File: src/kpve_pkg.sv
package kpve_pkg;

  typedef struct packed {
    logic signed [31:0] position_measurement;
    logic signed [31:0] velocity_measurement;
    logic signed [31:0] acceleration;
  } in_item_t;

  typedef struct packed {
    logic signed [31:0] velocity_estimate;
    logic signed [31:0] position_estimate;
  } out_item_t;

  localparam int unsigned CfgIdxW = 3;
  localparam logic [CfgIdxW-1:0] REG_SAMPLE_PERIOD = 3'd0;
  localparam logic [CfgIdxW-1:0] REG_Q_POSITION    = 3'd1;
  localparam logic [CfgIdxW-1:0] REG_Q_VELOCITY    = 3'd2;
  localparam logic [CfgIdxW-1:0] REG_R_POSITION    = 3'd3;
  localparam logic [CfgIdxW-1:0] REG_R_VELOCITY    = 3'd4;

  // operations of the shared unit
  typedef enum logic [2:0] {
    OP_MUL,
    OP_ADD,
    OP_SUB,
    OP_DIV,
    OP_HALF
  } op_e;

  typedef enum logic [2:0] {
    ST_IDLE,
    ST_ISSUE,
    ST_WAIT,
    ST_OUT
  } state_e;

  // register file slots, 32 of them
  localparam int unsigned SlotW = 5;

  // micro-instruction: op, destination, two sources
  typedef struct packed {
    op_e              op;
    logic [SlotW-1:0] dst;
    logic [SlotW-1:0] src_a;
    logic [SlotW-1:0] src_b;
  } uop_t;

  typedef struct packed {
    logic start;
    op_e  op;
  } alu_ctl_t;

endpackage

File: src/kalman_pos_vel_estimator_top.sv
// Two-state position/velocity Kalman estimator in signed fixed point (default
// Q16.16). Each input transaction (position, velocity, acceleration) runs a
// full predict/update step through one shared arithmetic unit driven by a
// fixed micro-program of 69 operations: saturating add/sub and halving, a
// multiply built from four narrow partial products, and a divide that yields
// one quotient bit per cycle. The program holds 29 multiplies, 4 divides and
// 36 short ops. When it ends the result is written to the output register
// from a hand-off state, and a new input can be taken once the sequencer is
// back in idle. The block is not ready while a step is in flight; a finished
// step waits in the hand-off state only while the output register still
// holds an unaccepted result. Configuration writes are taken at any time and
// should be issued while idle. Output is one transaction per input, values
// clamped to 32 bits.
module kalman_pos_vel_estimator_top #(
  parameter int unsigned DATA_WIDTH = 32,
  parameter int unsigned FRAC_BITS  = 16
) (
  input  logic                              clk_i,
  input  logic                              rst_ni,
  input  logic                              in_valid_i,
  output logic                              in_ready_o,
  input  kpve_pkg::in_item_t                in_data_i,
  output logic                              out_valid_o,
  input  logic                              out_ready_i,
  output kpve_pkg::out_item_t               out_data_o,
  input  logic                              cfg_valid_i,
  output logic                              cfg_ready_o,
  input  logic [kpve_pkg::CfgIdxW-1:0]      cfg_index_i,
  input  logic [31:0]                       cfg_data_i
);

  localparam int unsigned W = DATA_WIDTH;
  localparam int unsigned NSLOT = 32;
  localparam int unsigned NUOP  = 68;
  localparam int unsigned PCW   = $clog2(NUOP + 1);
  localparam logic [W-1:0] MAXU = {1'b0, {(W-1){1'b1}}};
  localparam logic [W-1:0] ONE  = W'(64'd1 << FRAC_BITS);

  // register file slot map
  localparam logic [kpve_pkg::SlotW-1:0] S_ZP = 5'd0,  S_ZV = 5'd1,  S_AC = 5'd2;
  localparam logic [kpve_pkg::SlotW-1:0] S_DT = 5'd3,  S_QP = 5'd4,  S_QV = 5'd5;
  localparam logic [kpve_pkg::SlotW-1:0] S_RP = 5'd6,  S_RV = 5'd7;
  localparam logic [kpve_pkg::SlotW-1:0] S_XP = 5'd8,  S_XV = 5'd9;
  localparam logic [kpve_pkg::SlotW-1:0] S_P0 = 5'd10, S_P1 = 5'd11, S_P2 = 5'd12;
  localparam logic [kpve_pkg::SlotW-1:0] S_P3 = 5'd13, S_X0 = 5'd14, S_X1 = 5'd15;
  localparam logic [kpve_pkg::SlotW-1:0] S_T0 = 5'd16, S_T1 = 5'd17;
  localparam logic [kpve_pkg::SlotW-1:0] S_A  = 5'd18, S_B  = 5'd19, S_C  = 5'd20;
  localparam logic [kpve_pkg::SlotW-1:0] S_D  = 5'd21, S_HF = 5'd22, S_S0 = 5'd23;
  localparam logic [kpve_pkg::SlotW-1:0] S_S1 = 5'd24, S_DE = 5'd25;
  localparam logic [kpve_pkg::SlotW-1:0] S_K0 = 5'd26, S_K1 = 5'd27, S_K2 = 5'd28;
  localparam logic [kpve_pkg::SlotW-1:0] S_K3 = 5'd29, S_E0 = 5'd30, S_E1 = 5'd31;
  // late temporaries share slots whose last read is already behind them
  localparam logic [kpve_pkg::SlotW-1:0] S_N0 = 5'd16, S_N1 = 5'd17;
  localparam logic [kpve_pkg::SlotW-1:0] S_M0 = 5'd23, S_M1 = 5'd24;
  localparam logic [kpve_pkg::SlotW-1:0] S_M2 = 5'd30, S_M3 = 5'd31;

  // micro-program of one filter step
  function automatic kpve_pkg::uop_t uop(input logic [PCW-1:0] pc);
    kpve_pkg::uop_t u;
    u = '{kpve_pkg::OP_ADD, S_A, S_A, S_A};
    case (pc)
      // acceleration term dt^2/2 * a
      7'd0:  u = '{kpve_pkg::OP_MUL, S_A, S_AC, S_DT};
      7'd1:  u = '{kpve_pkg::OP_MUL, S_A, S_A, S_DT};
      7'd2:  u = '{kpve_pkg::OP_HALF, S_HF, S_A, S_A};
      // predicted state
      7'd3:  u = '{kpve_pkg::OP_MUL, S_A, S_DT, S_XV};
      7'd4:  u = '{kpve_pkg::OP_ADD, S_A, S_XP, S_A};
      7'd5:  u = '{kpve_pkg::OP_ADD, S_X0, S_A, S_HF};
      7'd6:  u = '{kpve_pkg::OP_MUL, S_A, S_DT, S_AC};
      7'd7:  u = '{kpve_pkg::OP_ADD, S_X1, S_XV, S_A};
      // predicted covariance
      7'd8:  u = '{kpve_pkg::OP_MUL, S_A, S_P2, S_DT};
      7'd9:  u = '{kpve_pkg::OP_ADD, S_T0, S_P0, S_A};
      7'd10: u = '{kpve_pkg::OP_MUL, S_A, S_P3, S_DT};
      7'd11: u = '{kpve_pkg::OP_ADD, S_T1, S_P1, S_A};
      7'd12: u = '{kpve_pkg::OP_MUL, S_A, S_T1, S_DT};
      7'd13: u = '{kpve_pkg::OP_ADD, S_A, S_T0, S_A};
      7'd14: u = '{kpve_pkg::OP_ADD, S_P0, S_A, S_QP};
      7'd15: u = '{kpve_pkg::OP_ADD, S_P1, S_T1, S_D};
      7'd16: u = '{kpve_pkg::OP_MUL, S_A, S_P3, S_DT};
      7'd17: u = '{kpve_pkg::OP_ADD, S_P2, S_P2, S_A};
      7'd18: u = '{kpve_pkg::OP_ADD, S_P3, S_P3, S_QV};
      // innovation covariance and determinant
      7'd19: u = '{kpve_pkg::OP_ADD, S_S0, S_P0, S_RP};
      7'd20: u = '{kpve_pkg::OP_ADD, S_S1, S_P3, S_RV};
      7'd21: u = '{kpve_pkg::OP_MUL, S_A, S_S0, S_S1};
      7'd22: u = '{kpve_pkg::OP_MUL, S_B, S_P1, S_P2};
      7'd23: u = '{kpve_pkg::OP_SUB, S_DE, S_A, S_B};
      // gain entries
      7'd24: u = '{kpve_pkg::OP_MUL, S_A, S_P0, S_S1};
      7'd25: u = '{kpve_pkg::OP_SUB, S_A, S_A, S_B};
      7'd26: u = '{kpve_pkg::OP_DIV, S_K0, S_A, S_DE};
      7'd27: u = '{kpve_pkg::OP_MUL, S_A, S_P1, S_S0};
      7'd28: u = '{kpve_pkg::OP_MUL, S_C, S_P0, S_P1};
      7'd29: u = '{kpve_pkg::OP_SUB, S_A, S_A, S_C};
      7'd30: u = '{kpve_pkg::OP_DIV, S_K1, S_A, S_DE};
      7'd31: u = '{kpve_pkg::OP_MUL, S_A, S_P2, S_S1};
      7'd32: u = '{kpve_pkg::OP_MUL, S_C, S_P3, S_P2};
      7'd33: u = '{kpve_pkg::OP_SUB, S_A, S_A, S_C};
      7'd34: u = '{kpve_pkg::OP_DIV, S_K2, S_A, S_DE};
      7'd35: u = '{kpve_pkg::OP_MUL, S_A, S_P3, S_S0};
      7'd36: u = '{kpve_pkg::OP_MUL, S_C, S_P2, S_P1};
      7'd37: u = '{kpve_pkg::OP_SUB, S_A, S_A, S_C};
      7'd38: u = '{kpve_pkg::OP_DIV, S_K3, S_A, S_DE};
      // state correction
      7'd39: u = '{kpve_pkg::OP_SUB, S_E0, S_ZP, S_X0};
      7'd40: u = '{kpve_pkg::OP_SUB, S_E1, S_ZV, S_X1};
      7'd41: u = '{kpve_pkg::OP_MUL, S_A, S_K0, S_E0};
      7'd42: u = '{kpve_pkg::OP_MUL, S_C, S_K1, S_E1};
      7'd43: u = '{kpve_pkg::OP_ADD, S_A, S_A, S_C};
      7'd44: u = '{kpve_pkg::OP_ADD, S_N0, S_X0, S_A};
      7'd45: u = '{kpve_pkg::OP_MUL, S_A, S_K2, S_E0};
      7'd46: u = '{kpve_pkg::OP_MUL, S_C, S_K3, S_E1};
      7'd47: u = '{kpve_pkg::OP_ADD, S_A, S_A, S_C};
      7'd48: u = '{kpve_pkg::OP_ADD, S_N1, S_X1, S_A};
      // covariance update (I - K) P
      7'd49: u = '{kpve_pkg::OP_MUL, S_A, S_K0, S_P0};
      7'd50: u = '{kpve_pkg::OP_MUL, S_C, S_K1, S_P2};
      7'd51: u = '{kpve_pkg::OP_ADD, S_A, S_A, S_C};
      7'd52: u = '{kpve_pkg::OP_SUB, S_M0, S_P0, S_A};
      7'd53: u = '{kpve_pkg::OP_MUL, S_A, S_K0, S_P1};
      7'd54: u = '{kpve_pkg::OP_MUL, S_C, S_K1, S_P3};
      7'd55: u = '{kpve_pkg::OP_ADD, S_A, S_A, S_C};
      7'd56: u = '{kpve_pkg::OP_SUB, S_M1, S_P1, S_A};
      7'd57: u = '{kpve_pkg::OP_MUL, S_A, S_K2, S_P0};
      7'd58: u = '{kpve_pkg::OP_MUL, S_C, S_K3, S_P2};
      7'd59: u = '{kpve_pkg::OP_ADD, S_A, S_A, S_C};
      7'd60: u = '{kpve_pkg::OP_SUB, S_M2, S_P2, S_A};
      7'd61: u = '{kpve_pkg::OP_MUL, S_A, S_K2, S_P1};
      7'd62: u = '{kpve_pkg::OP_MUL, S_C, S_K3, S_P3};
      7'd63: u = '{kpve_pkg::OP_ADD, S_A, S_A, S_C};
      7'd64: u = '{kpve_pkg::OP_SUB, S_M3, S_P3, S_A};
      // commit new covariance (P = M + 0)
      7'd65: u = '{kpve_pkg::OP_ADD, S_P0, S_M0, S_D};
      7'd66: u = '{kpve_pkg::OP_ADD, S_P1, S_M1, S_D};
      7'd67: u = '{kpve_pkg::OP_ADD, S_P2, S_M2, S_D};
      default: u = '{kpve_pkg::OP_ADD, S_P3, S_M3, S_D};
    endcase
    return u;
  endfunction

  // clamp a 32-bit signed value into the W-bit range
  function automatic logic [W-1:0] clamp_in(input logic signed [31:0] v);
    logic signed [63:0] x;
    logic signed [63:0] mx;
    x  = 64'(v);
    mx = 64'(MAXU);
    if (x > mx) return MAXU;
    if (x < -mx - 64'sd1) return ~MAXU;
    return W'(x);
  endfunction

  function automatic logic [31:0] clamp_out(input logic signed [W-1:0] v);
    logic signed [63:0] x;
    x = 64'(v);
    if (x > 64'sh7FFF_FFFF) return 32'h7FFF_FFFF;
    if (x < -64'sh8000_0000) return 32'h8000_0000;
    return x[31:0];
  endfunction

  function automatic logic [W-1:0] clamp_u(input logic [31:0] v);
    if (64'(v) > 64'(MAXU)) return MAXU;
    return W'(v);
  endfunction

  kpve_pkg::state_e state_q, state_d;
  logic [PCW-1:0]   pc_q, pc_d;
  logic [W-1:0]     rf_q [NSLOT];
  logic [31:0]      cfg_q [5];
  kpve_pkg::uop_t   cur;
  kpve_pkg::alu_ctl_t ctl;
  logic             alu_done;
  logic signed [W-1:0] alu_res;
  logic             in_acc, out_acc;
  logic             out_load;
  logic             out_valid_q, out_valid_d;
  kpve_pkg::out_item_t out_q, out_d;

  assign cur = uop(pc_q);
  assign in_acc  = in_valid_i & in_ready_o;
  assign out_acc = out_valid_o & out_ready_i;

  kpve_alu #(
    .DATA_WIDTH(DATA_WIDTH),
    .FRAC_BITS (FRAC_BITS)
  ) u_alu (
    .clk_i (clk_i),
    .rst_ni(rst_ni),
    .ctl_i (ctl),
    .a_i   (rf_q[cur.src_a]),
    .b_i   (rf_q[cur.src_b]),
    .done_o(alu_done),
    .res_o (alu_res)
  );

  // sequencer next state
  always_comb begin
    state_d = state_q;
    pc_d    = pc_q;
    unique case (state_q)
      kpve_pkg::ST_IDLE: begin
        if (in_valid_i) begin
          state_d = kpve_pkg::ST_ISSUE;
          pc_d    = '0;
        end
      end
      kpve_pkg::ST_ISSUE: state_d = kpve_pkg::ST_WAIT;
      kpve_pkg::ST_WAIT: begin
        if (alu_done) begin
          if (pc_q == PCW'(NUOP)) begin
            state_d = kpve_pkg::ST_OUT;
          end else begin
            pc_d    = pc_q + 1'b1;
            state_d = kpve_pkg::ST_ISSUE;
          end
        end
      end
      kpve_pkg::ST_OUT: begin
        // hand the estimates over once the output register is free
        if (out_load) state_d = kpve_pkg::ST_IDLE;
      end
      default: state_d = kpve_pkg::ST_IDLE;
    endcase
  end

  // sequencer outputs
  always_comb begin
    ctl.start  = (state_q == kpve_pkg::ST_ISSUE);
    ctl.op     = cur.op;
    in_ready_o = (state_q == kpve_pkg::ST_IDLE);
    out_load   = (state_q == kpve_pkg::ST_OUT) && (!out_valid_q || out_acc);
  end

  // output register, frees the sequencer while a result waits
  always_comb begin
    out_valid_d = out_valid_q;
    out_d       = out_q;
    if (out_acc) out_valid_d = 1'b0;
    if (out_load) begin
      out_valid_d             = 1'b1;
      out_d.velocity_estimate = clamp_out(rf_q[S_XV]);
      out_d.position_estimate = clamp_out(rf_q[S_XP]);
    end
  end

  assign cfg_ready_o = 1'b1;
  assign out_valid_o = out_valid_q;
  assign out_data_o  = out_q;

  always_ff @(posedge clk_i or negedge rst_ni) begin
    if (!rst_ni) begin
      state_q     <= kpve_pkg::ST_IDLE;
      pc_q        <= '0;
      out_valid_q <= 1'b0;
      out_q       <= '0;
    end else begin
      state_q     <= state_d;
      pc_q        <= pc_d;
      out_valid_q <= out_valid_d;
      out_q       <= out_d;
    end
  end

  // configuration registers
  always_ff @(posedge clk_i or negedge rst_ni) begin
    if (!rst_ni) begin
      cfg_q[0] <= 32'd131;
      cfg_q[1] <= 32'd655;
      cfg_q[2] <= 32'd655;
      cfg_q[3] <= 32'd327680;
      cfg_q[4] <= 32'd65536;
    end else if (cfg_valid_i) begin
      unique case (cfg_index_i)
        kpve_pkg::REG_SAMPLE_PERIOD: cfg_q[0] <= {16'd0, cfg_data_i[15:0]};
        kpve_pkg::REG_Q_POSITION:    cfg_q[1] <= {1'b0, cfg_data_i[30:0]};
        kpve_pkg::REG_Q_VELOCITY:    cfg_q[2] <= {1'b0, cfg_data_i[30:0]};
        kpve_pkg::REG_R_POSITION:    cfg_q[3] <= {1'b0, cfg_data_i[30:0]};
        kpve_pkg::REG_R_VELOCITY:    cfg_q[4] <= {1'b0, cfg_data_i[30:0]};
        default: ;
      endcase
    end
  end

  // working register file: filter state held in fixed slots
  always_ff @(posedge clk_i or negedge rst_ni) begin
    if (!rst_ni) begin
      for (int i = 0; i < NSLOT; i++) rf_q[i] <= '0;
      rf_q[S_P0] <= ONE;
      rf_q[S_P3] <= ONE;
    end else if (in_acc) begin
      rf_q[S_ZP] <= clamp_in(in_data_i.position_measurement);
      rf_q[S_ZV] <= clamp_in(in_data_i.velocity_measurement);
      rf_q[S_AC] <= clamp_in(in_data_i.acceleration);
      rf_q[S_DT] <= clamp_u(cfg_q[0]);
      rf_q[S_QP] <= clamp_u(cfg_q[1]);
      rf_q[S_QV] <= clamp_u(cfg_q[2]);
      rf_q[S_RP] <= clamp_u(cfg_q[3]);
      rf_q[S_RV] <= clamp_u(cfg_q[4]);
      rf_q[S_D]  <= '0;
    end else if (state_q == kpve_pkg::ST_WAIT && alu_done) begin
      rf_q[cur.dst] <= alu_res;
      if (pc_q == PCW'(NUOP)) begin
        rf_q[S_XP] <= rf_q[S_N0];
        rf_q[S_XV] <= rf_q[S_N1];
      end
    end
  end

  // a result is offered only after the full program ran
  a_out_after_prog: assert property (@(posedge clk_i) disable iff (!rst_ni)
    $rose(out_valid_o) |-> $past(state_q == kpve_pkg::ST_OUT))
    else $error("result offered before program end");

  // no input taken while a step is in flight
  a_no_accept_busy: assert property (@(posedge clk_i) disable iff (!rst_ni)
    (state_q != kpve_pkg::ST_IDLE) |-> !in_ready_o)
    else $error("ready while busy");

  // unit completes only when the sequencer waits on it
  a_done_in_wait: assert property (@(posedge clk_i) disable iff (!rst_ni)
    alu_done |-> state_q == kpve_pkg::ST_WAIT)
    else $error("unit done outside wait");

endmodule

File: src/kpve_alu.sv
module kpve_alu #(
  parameter int unsigned DATA_WIDTH = 32,
  parameter int unsigned FRAC_BITS  = 16
) (
  input  logic                         clk_i,
  input  logic                         rst_ni,
  input  kpve_pkg::alu_ctl_t           ctl_i,
  input  logic signed [DATA_WIDTH-1:0] a_i,
  input  logic signed [DATA_WIDTH-1:0] b_i,
  output logic                         done_o,
  output logic signed [DATA_WIDTH-1:0] res_o
);

  localparam int unsigned W    = DATA_WIDTH;
  localparam int unsigned PW   = 2 * W;
  localparam int unsigned DIVN = W + FRAC_BITS + 1;
  localparam int unsigned CW   = $clog2(DIVN + 1);
  // multiplier is a W/2 by W/2 digit unit, four partial products
  localparam int unsigned HW   = W / 2;
  localparam int unsigned LW   = W - HW;

  localparam logic [W-1:0] MAXU = {1'b0, {(W-1){1'b1}}};
  localparam logic signed [W-1:0] MAXV = MAXU;
  localparam logic signed [W-1:0] MINV = ~MAXU;

  logic            busy_q, busy_d;
  kpve_pkg::op_e   op_q, op_d;
  logic            neg_q, neg_d;
  logic [W-1:0]    ma_q, ma_d, mb_q, mb_d;
  logic [PW-1:0]   acc_q, acc_d;
  logic [CW-1:0]   cnt_q, cnt_d;
  logic [W:0]      rem_q, rem_d;
  logic [DIVN-1:0] num_q, num_d;
  logic [DIVN-1:0] quo_q, quo_d;
  logic            dz_q, dz_d;
  logic            nz_q, nz_d;
  logic            done_q, done_d;
  logic signed [W-1:0] res_q, res_d;

  logic [W-1:0]    abs_a, abs_b;
  logic signed [W:0] sum_w;
  logic [W:0]      rem_sh;
  logic [LW-1:0]   pa, pb;
  logic [W-1:0]    pp;
  logic [PW-1:0]   pp_sh;
  logic [PW-1:0]   prod_sh;
  logic [W:0]      lim;

  assign abs_a = a_i[W-1] ? (~a_i + 1'b1) : a_i;
  assign abs_b = b_i[W-1] ? (~b_i + 1'b1) : b_i;
  assign lim   = {1'b0, MAXU} + {{W{1'b0}}, neg_q};
  assign rem_sh = {rem_q[W-1:0], num_q[DIVN-1]};

  // one partial product per cycle, cnt selects digit pair
  always_comb begin
    pa = cnt_q[1] ? LW'(ma_q[W-1:LW]) : ma_q[LW-1:0];
    pb = cnt_q[0] ? LW'(mb_q[W-1:LW]) : mb_q[LW-1:0];
    pp = W'({{LW{1'b0}}, pa} * {{LW{1'b0}}, pb});
    pp_sh = {{W{1'b0}}, pp} << (LW * (32'(cnt_q[1]) + 32'(cnt_q[0])));
    prod_sh = acc_q >> FRAC_BITS;
  end

  always_comb begin
    busy_d = busy_q;
    op_d   = op_q;
    neg_d  = neg_q;
    ma_d   = ma_q;
    mb_d   = mb_q;
    acc_d  = acc_q;
    cnt_d  = cnt_q;
    rem_d  = rem_q;
    num_d  = num_q;
    quo_d  = quo_q;
    dz_d   = dz_q;
    nz_d   = nz_q;
    done_d = 1'b0;
    res_d  = res_q;
    sum_w  = '0;
    if (!busy_q && ctl_i.start) begin
      op_d = ctl_i.op;
      unique case (ctl_i.op) inside
        kpve_pkg::OP_ADD, kpve_pkg::OP_SUB: begin
          if (ctl_i.op == kpve_pkg::OP_ADD) begin
            sum_w = {a_i[W-1], a_i} + {b_i[W-1], b_i};
          end else begin
            sum_w = {a_i[W-1], a_i} - {b_i[W-1], b_i};
          end
          if (sum_w[W] != sum_w[W-1]) begin
            res_d = sum_w[W] ? MINV : MAXV;
          end else begin
            res_d = sum_w[W-1:0];
          end
          done_d = 1'b1;
        end
        kpve_pkg::OP_HALF: begin
          // halve toward zero
          res_d  = $signed(a_i + W'(a_i[W-1])) >>> 1;
          done_d = 1'b1;
        end
        kpve_pkg::OP_MUL: begin
          busy_d = 1'b1;
          neg_d  = a_i[W-1] ^ b_i[W-1];
          ma_d   = abs_a;
          mb_d   = abs_b;
          acc_d  = '0;
          cnt_d  = '0;
        end
        default: begin
          busy_d = 1'b1;
          neg_d  = a_i[W-1] ^ b_i[W-1];
          mb_d   = abs_b;
          num_d  = {1'b0, abs_a, {FRAC_BITS{1'b0}}};
          rem_d  = '0;
          quo_d  = '0;
          cnt_d  = '0;
          dz_d   = (b_i == '0);
          nz_d   = (a_i == '0);
        end
      endcase
    end else if (busy_q) begin
      if (op_q == kpve_pkg::OP_MUL) begin
        if (cnt_q == CW'(4)) begin
          busy_d = 1'b0;
          done_d = 1'b1;
          if ((prod_sh[PW-1:W] != '0) || ({1'b0, prod_sh[W-1:0]} > lim)) begin
            res_d = neg_q ? MINV : MAXV;
          end else begin
            res_d = neg_q ? (~prod_sh[W-1:0] + 1'b1) : prod_sh[W-1:0];
          end
        end else begin
          acc_d = acc_q + pp_sh;
          cnt_d = cnt_q + 1'b1;
        end
      end else begin
        // restoring division, one quotient bit per cycle
        if (cnt_q == CW'(DIVN)) begin
          busy_d = 1'b0;
          done_d = 1'b1;
          if (dz_q) begin
            res_d = nz_q ? '0 : (neg_q ? MINV : MAXV);
          end else if ((quo_q[DIVN-1:W] != '0) || ({1'b0, quo_q[W-1:0]} > lim)) begin
            res_d = neg_q ? MINV : MAXV;
          end else begin
            res_d = neg_q ? (~quo_q[W-1:0] + 1'b1) : quo_q[W-1:0];
          end
        end else begin
          num_d = num_q << 1;
          if (rem_sh >= {1'b0, mb_q}) begin
            rem_d = rem_sh - {1'b0, mb_q};
            quo_d = {quo_q[DIVN-2:0], 1'b1};
          end else begin
            rem_d = rem_sh;
            quo_d = {quo_q[DIVN-2:0], 1'b0};
          end
          cnt_d = cnt_q + 1'b1;
        end
      end
    end
  end

  always_ff @(posedge clk_i or negedge rst_ni) begin
    if (!rst_ni) begin
      busy_q <= 1'b0;
      done_q <= 1'b0;
      cnt_q  <= '0;
      op_q   <= kpve_pkg::OP_ADD;
    end else begin
      busy_q <= busy_d;
      done_q <= done_d;
      cnt_q  <= cnt_d;
      op_q   <= op_d;
    end
  end

  always_ff @(posedge clk_i) begin
    neg_q <= neg_d;
    ma_q  <= ma_d;
    mb_q  <= mb_d;
    acc_q <= acc_d;
    rem_q <= rem_d;
    num_q <= num_d;
    quo_q <= quo_d;
    dz_q  <= dz_d;
    nz_q  <= nz_d;
    res_q <= res_d;
  end

  assign done_o = done_q;
  assign res_o  = res_q;

endmodule
File: config.mk
export PLATFORM = sky130hd
export DESIGN_NAME = kalman_pos_vel_estimator_top
export DESIGN_NICKNAME = d
export VERILOG_FILES = /design/src/kpve_pkg.sv /design/src/kalman_pos_vel_estimator_top.sv /design/src/kpve_alu.sv
export SDC_FILE = /design/constraint.sdc
export NUM_CORES = 2
export LEC_CHECK = 0
export ABC_AREA = 1
export BUFFER_PORTS_ARGS = -buffer_cell sky130_fd_sc_hd__buf_2
export CAP_MARGIN = 20
export CELL_PAD_IN_SITES_DETAIL_PLACEMENT = 2
export CELL_PAD_IN_SITES_GLOBAL_PLACEMENT = 2
export CORE_AREA = 2 2 551 553
export CTS_CLUSTER_DIAMETER = 60
export CTS_CLUSTER_SIZE = 10
export DETAILED_ROUTE_END_ITERATION = 7
export DIE_AREA = 0 0 553 555
export HOLD_SLACK_MARGIN = 0.08
export PLACE_DENSITY = 0.83
export SLEW_MARGIN = 20
export SYNTH_ARGS = -nofsm -noshare
export SYNTH_HDL_FRONTEND = slang
export SYNTH_SLANG_ARGS = --single-unit
export TNS_END_PERCENT = 5
File: constraint.sdc
create_clock -name clk_i -period 9.2 [get_ports clk_i]
set_input_delay 0.92 -clock clk_i [delete_from_list [all_inputs] [get_ports clk_i]]
set_output_delay 0.92 -clock clk_i [all_outputs]
set_load 0.005 [all_outputs]
==> flow_summary.json, run 1 <==
{
  "grt-ovfl-total": 60,
  "synth_largest_type_area_fraction_pct": 30.2,
  "yosys-mux-area-fraction_pct": 0.00983,
  "most_area_consuming_cells_after_synthesis": "dfrtp_1, nand2_1, nand3_1",
  "placed_cells": 18278,
  "ys_types": 72,
  "worstEndpointGrtRepair": "u_alu.acc_q[62]$_SDFFCE_PP0P_/D",
  "synth_compound_area_share_pct": 12.4,
  "chipHeight_microns": 555,
  "synthFlopType": "dfrtp_1",
  "post_synth.cell_area_avg_sq_um": 7.22,
  "run.stop_error": "[ERROR GRT-0232] Routing congestion too high. Check the congestion heatmap in the GUI.",
  "worst_ep_kind": "register data pin",
  "clockRootBuffer": "clkbuf_16",
  "port_buffers": 200,
  "globalRouteTotalUtil_pct": 57.8,
  "post_synth_fa_ha_maj_area_fraction_pct": 7.80,
  "initial_util_pct": 33.8,
  "synth-edff-count": 277,
  "synth_simple_gate_area_share_pct": 31.2,
  "post_synth_xor_area_fraction_pct": 1.60,
  "seq_area_frac_synth_pct": 38.9,
  "row_count": 202,
  "dp_hpwl_microns": 378000,
  "postSynthCellCount": 14116,
  "synth_top_family_by_area": "simple AND/OR/NAND/NOR gates",
  "asyncSetResetFlopFracSynth_pct": 81.8,
  "floorplan.io_pins": 203,
  "clock_tree.buffer_depth": 4,
  "cts-htree-levels": 4,
  "synth.net_count": 14769,
  "synth_seq_cells": 1526,
  "dieWidth_microns": 553,
  "pre_cts_ws_ns": -0.798,
  "netlist_area_sq_um": 102000,
  "stage_where_the_flow_stopped": "global routing (5_1_grt)",
  "synthDominantAreaCellType": "dfrtp_1",
  "outcome": "stopped before the end",
  "synthesis.yosys.warnings": 0,
  "tritoncts_num_sinks": 1526,
  "grt_start_max_net_pins": 181,
  "numCtsBuffers": 199,
  "antenna_found_initial": 159,
  "gp_routability_congestion": 0.974
}
## per-stage QoR
stage	hold WS, ns	area [sq um]
CTS	0.109	120000
global placement	0.450	112000
detailed placement	0.461	112000
floorplan	0.442	102000
## layer usage
| layer | GRT overflow | track usage, % |
|---|---|---|
| met1 | 3 | 59.7 |
| met2 | 17 | 71.3 |
| met3 | 21 | 44.1 |
| met4 | 19 | 51.3 |
| met5 | 0 | 34.3 |
## cells by family after synthesis
logic type,count (synthesis)
fa+ha+maj,517
flops,1526
mux,1
buf+inv,2023
other cells,1
xor+xnor,186
compound gates,2345
simple gates,7517
## what timing repair did
action | in CTS
gates resized for setup | 258
hold buffers | 1
endpoints found under the hold margin | 95
endpoints found under the setup margin | 45
pin swaps | 83
setup buffers | 39
gates cloned | 2
## synth_stat cells (all sizes together) (5+ instances only)
master / n
edfxtp: 277
nand2: 4389
xor2: 131
inv: 1063
o32ai: 32
xnor2: 55
nand3: 1936
dfrtp: 1228
a21o: 8
dfstp: 21
nor3: 60
ha: 320
o21bai: 12
a221oi: 7
nor2: 801
and2: 5
clkinv: 16
a21boi: 14
o221ai: 11
o211ai: 107
nor4: 37
nand4: 242
a31oi: 41
a21oi: 638
clkbuf: 518
or2: 35
o21a: 25
o31ai: 10
a211oi: 5
o21ai: 1394
o22ai: 11
fa: 197
buf: 426
==> run 2: changes to the inputs <==
CELL_PAD_IN_SITES_DETAIL_PLACEMENT = default   (was 2)
CELL_PAD_IN_SITES_GLOBAL_PLACEMENT = default   (was 2)
CORE_AREA = 2 2 515 517   (was 2 2 551 553)
CTS_CLUSTER_DIAMETER = default   (was 60)
CTS_CLUSTER_SIZE = default   (was 10)
DIE_AREA = 0 0 517 519   (was 0 0 553 555)
HOLD_SLACK_MARGIN = default   (was 0.08)
PLACE_DENSITY = default   (was 0.83)
PLACE_DENSITY_LB_ADDON = 0.15   (was default)
clock period = 12 ns   (was 9.2 ns; I/O delays follow)
==> flow_summary.json, run 2 <==
{
  "clockRootBuffer": "clkbuf_16",
  "grt_first_pass_wirelength_microns": 634000,
  "postLayoutCellArea_sq_um": 112000,
  "synthDominantAreaCellType": "dfrtp_1",
  "setup.reg_to_reg.worst_slack_ns": 1.25,
  "antenna_left": 0,
  "critical_path.endpoint": "u_alu.acc_q[59]$_SDFFCE_PP0P_",
  "flow.area_growth_from_synthesis_pct": 9.90,
  "floorplan.io_pins": 203,
  "cpMostUsedCell": "nand2_1",
  "outcome": "complete, no violations",
  "critical_path_peak_fanout": 32,
  "route.final.wire_length_microns": 432000,
  "vias": 98999,
  "crit_required_ns": 12.60,
  "synth.net_count": 14769,
  "timing.critical_path.from": "u_alu.cnt_q[0]$_DFFE_PN0P_",
  "worst_max_slew_pin_slew_ns": 1.19,
  "grt_pass1_vias": 91694,
  "hold_viol_final": 0,
  "r2r_end": "u_alu.acc_q[59]$_SDFFCE_PP0P_",
  "largest_register_ffs": 1024,
  "cts-htree-levels": 4,
  "clkTransAtPathRegs_ns": 0.06,
  "globalRouteTotalUtil_pct": 31.6,
  "postSynthCellCount": 14116,
  "initial_util_pct": 38.7,
  "relSlewSlack_pct": 20.7,
  "worst_setup_path_end_kind": "register",
  "ys_types": 72,
  "clock_tree.buffer_depth": 3,
  "chipHeight_microns": 519,
  "grt_start_max_net_pins": 178,
  "post_synth.cell_area_avg_sq_um": 7.22,
  "mostFrequentLayoutCells": "nand2_1, nand3_1, o21ai_0",
  "grt_setup_unrepaired": "no",
  "cp_slowest_cell": "dfrtp_1",
  "drtPass1Iterations": 8,
  "slew_violations": 0,
  "worstSkewPairLatency_ns": 0.89,
  "top_register": "rf_q",
  "synth-edff-count": 277,
  "synthFlopType": "dfrtp_1",
  "row_count": 189,
  "dieWidth_microns": 517,
  "fraction_of_final_layout_cells_sized_beyond_drive_strength_1_pct": 6.59,
  "worstRegToRegCells": 41,
  "setup_violations": 0,
  "detailedRoute.firstIterationViolations": 12833,
  "final.setup_skew_ns": 0.0878,
  "routed_wire_length_per_instance_microns": 24.7,
  "grt-ovfl-total": 0,
  "critPathLaunchType": "register",
  "max_freq_ghz": 0.0930,
  "mostFrequentLayoutCell": "nand2_1",
  "finalSetupTns_ns": 0,
  "synth_commonest_cells": "nand2_1, nand3_1, o21ai_0",
  "seq_area_frac_synth_pct": 38.9,
  "design.core.area_sq_um": 263000,
  "post-synth-top-count-cell": "nand2_1",
  "most_area_consuming_cells_after_synthesis": "dfrtp_1, nand2_1, nand3_1",
  "port_buffers": 200,
  "gp_routability_congestion": 1.01,
  "critical-path-max-stage-delay_ns": 1.00,
  "hold_path_class": "input pin to asynchronous set/reset pin",
  "cts_post_setup_buffers_inserted": 0,
  "tritoncts_num_sinks": 1526,
  "synth_largest_type_area_fraction_pct": 30.2,
  "cts-resized-gates": 0,
  "placed_cell_area_sq_um": 106000,
  "max_cap_viol_count": 0,
  "post_detailed_route_via_to_cell_ratio": 5.66,
  "numCtsBuffers": 182,
  "worstPathArrival_ns": 11.35,
  "holdBufCountCts": 0,
  "netlist_area_sq_um": 102000,
  "r2r-start": "u_alu.cnt_q[0]$_DFFE_PN0P_",
  "timing.final.crit_share_pct": 89.6,
  "timing.final.crit_period_ns": 10.75,
  "dp_hpwl_microns": 289000,
  "layout_top_registers": "rf_q (1024), cfg_q (140)",
  "die_footprint_sq_um": 268000,
  "antenna_found_initial": 23,
  "synthesis.yosys.warnings": 0,
  "synth_seq_cells": 1526,
  "drc_errors": 0,
  "asyncSetResetFlopFracSynth_pct": 81.8,
  "nets": 14439,
  "cts_tree": "done",
  "worstSetupPathType": "register to register"
}
## run 2: logic make-up after synthesis
logic type | Yosys count | synth area share (%)
other | 1 | 0.00368
buffers and inverters | 2023 | 8.14
xor gates and xnor gates | 186 | 1.60
adders and majority gates | 517 | 7.80
and+or+nand+nor | 7517 | 31.2
muxes | 1 | 0.00983
AOI/OAI and AO/OA | 2345 | 12.4
DFF | 1526 | 38.9
## run 2: final cells by class
cell class / count / area [sq um]
tap: 3533 / 4420
clock buffer: 277 / 5510
sequential: 1526 / 39600
clock inverter: 61 / 846
fill: 27582 / 151000
inverter: 1079 / 4110
multi-input combinational: 10567 / 54400
timing repair buffer: 430 / 3080
antenna: 10 / 25.0
## run 2: critical path, delay by kind of cell, from the launching register on
| family | cells | cell delay (ns) |
|---|---|---|
| AOI/OAI and AO/OA | 14 | 3.13 |
| adders and majority gates | 8 | 3.79 |
| buffers and inverters | 6 | 0.84 |
| DFF | 1 | 1.00 |
| and+or+nand+nor | 13 | 1.68 |
## run 2: routing by layer
| metal | vias up | wire length, microns | track usage, % |
|---|---|---|---|
| met5 | - | 46 | 0 |
| met4 | 6 | 15100 | 10.1 |
| met3 | 723 | 41900 | 6.06 |
| met2 | 4783 | 186000 | 47.3 |
| met1 | 47492 | 189000 | 45.5 |
| li1 | 45995 | - | - |
## run 2: worst min-delay path by stage
stage | from | endpoint | slack, ns | cells past startpoint
final | rst_ni | rf_q[782]$_DFFE_PN0P_ | 0.19 | 1
after global routing | rst_ni | rf_q[782]$_DFFE_PN0P_ | 0.20 | 1
after CTS | rst_ni | rf_q[782]$_DFFE_PN0P_ | 0.20 | 1
after detailed placement | cfg_q[54]$_DFFE_PN0P_ | rf_q[822]$_DFFE_PN0P_ | 0.45 | 2
after global placement | cfg_q[88]$_DFFE_PN0P_ | rf_q[856]$_DFFE_PN0P_ | 0.45 | 2
after floorplan | cfg_q[0]$_DFFE_PN0P_ | rf_q[768]$_DFFE_PN0P_ | 0.44 | 2
## run 2: stage by stage
stage | hold slack, ns | setup slack, ns | instances | utilization (%)
4_1_cts | 0.197 | 1.27 | 17472 | 42.5
2_1_floorplan | 0.442 | 3.23 | 14116 | -
3_5_place_dp | 0.451 | 1.31 | 17134 | 40.1
5_1_grt | 0.202 | 0.579 | 17475 | 42.5
3_3_place_gp | 0.449 | 1.39 | 17134 | 40.1
6_report | 0.187 | 1.25 | 17483 | 42.5
Power of run 2 is left out: the tool's default activity adds up to more than one toggle a clock period on the data nets, which glitch-free logic cannot reach.
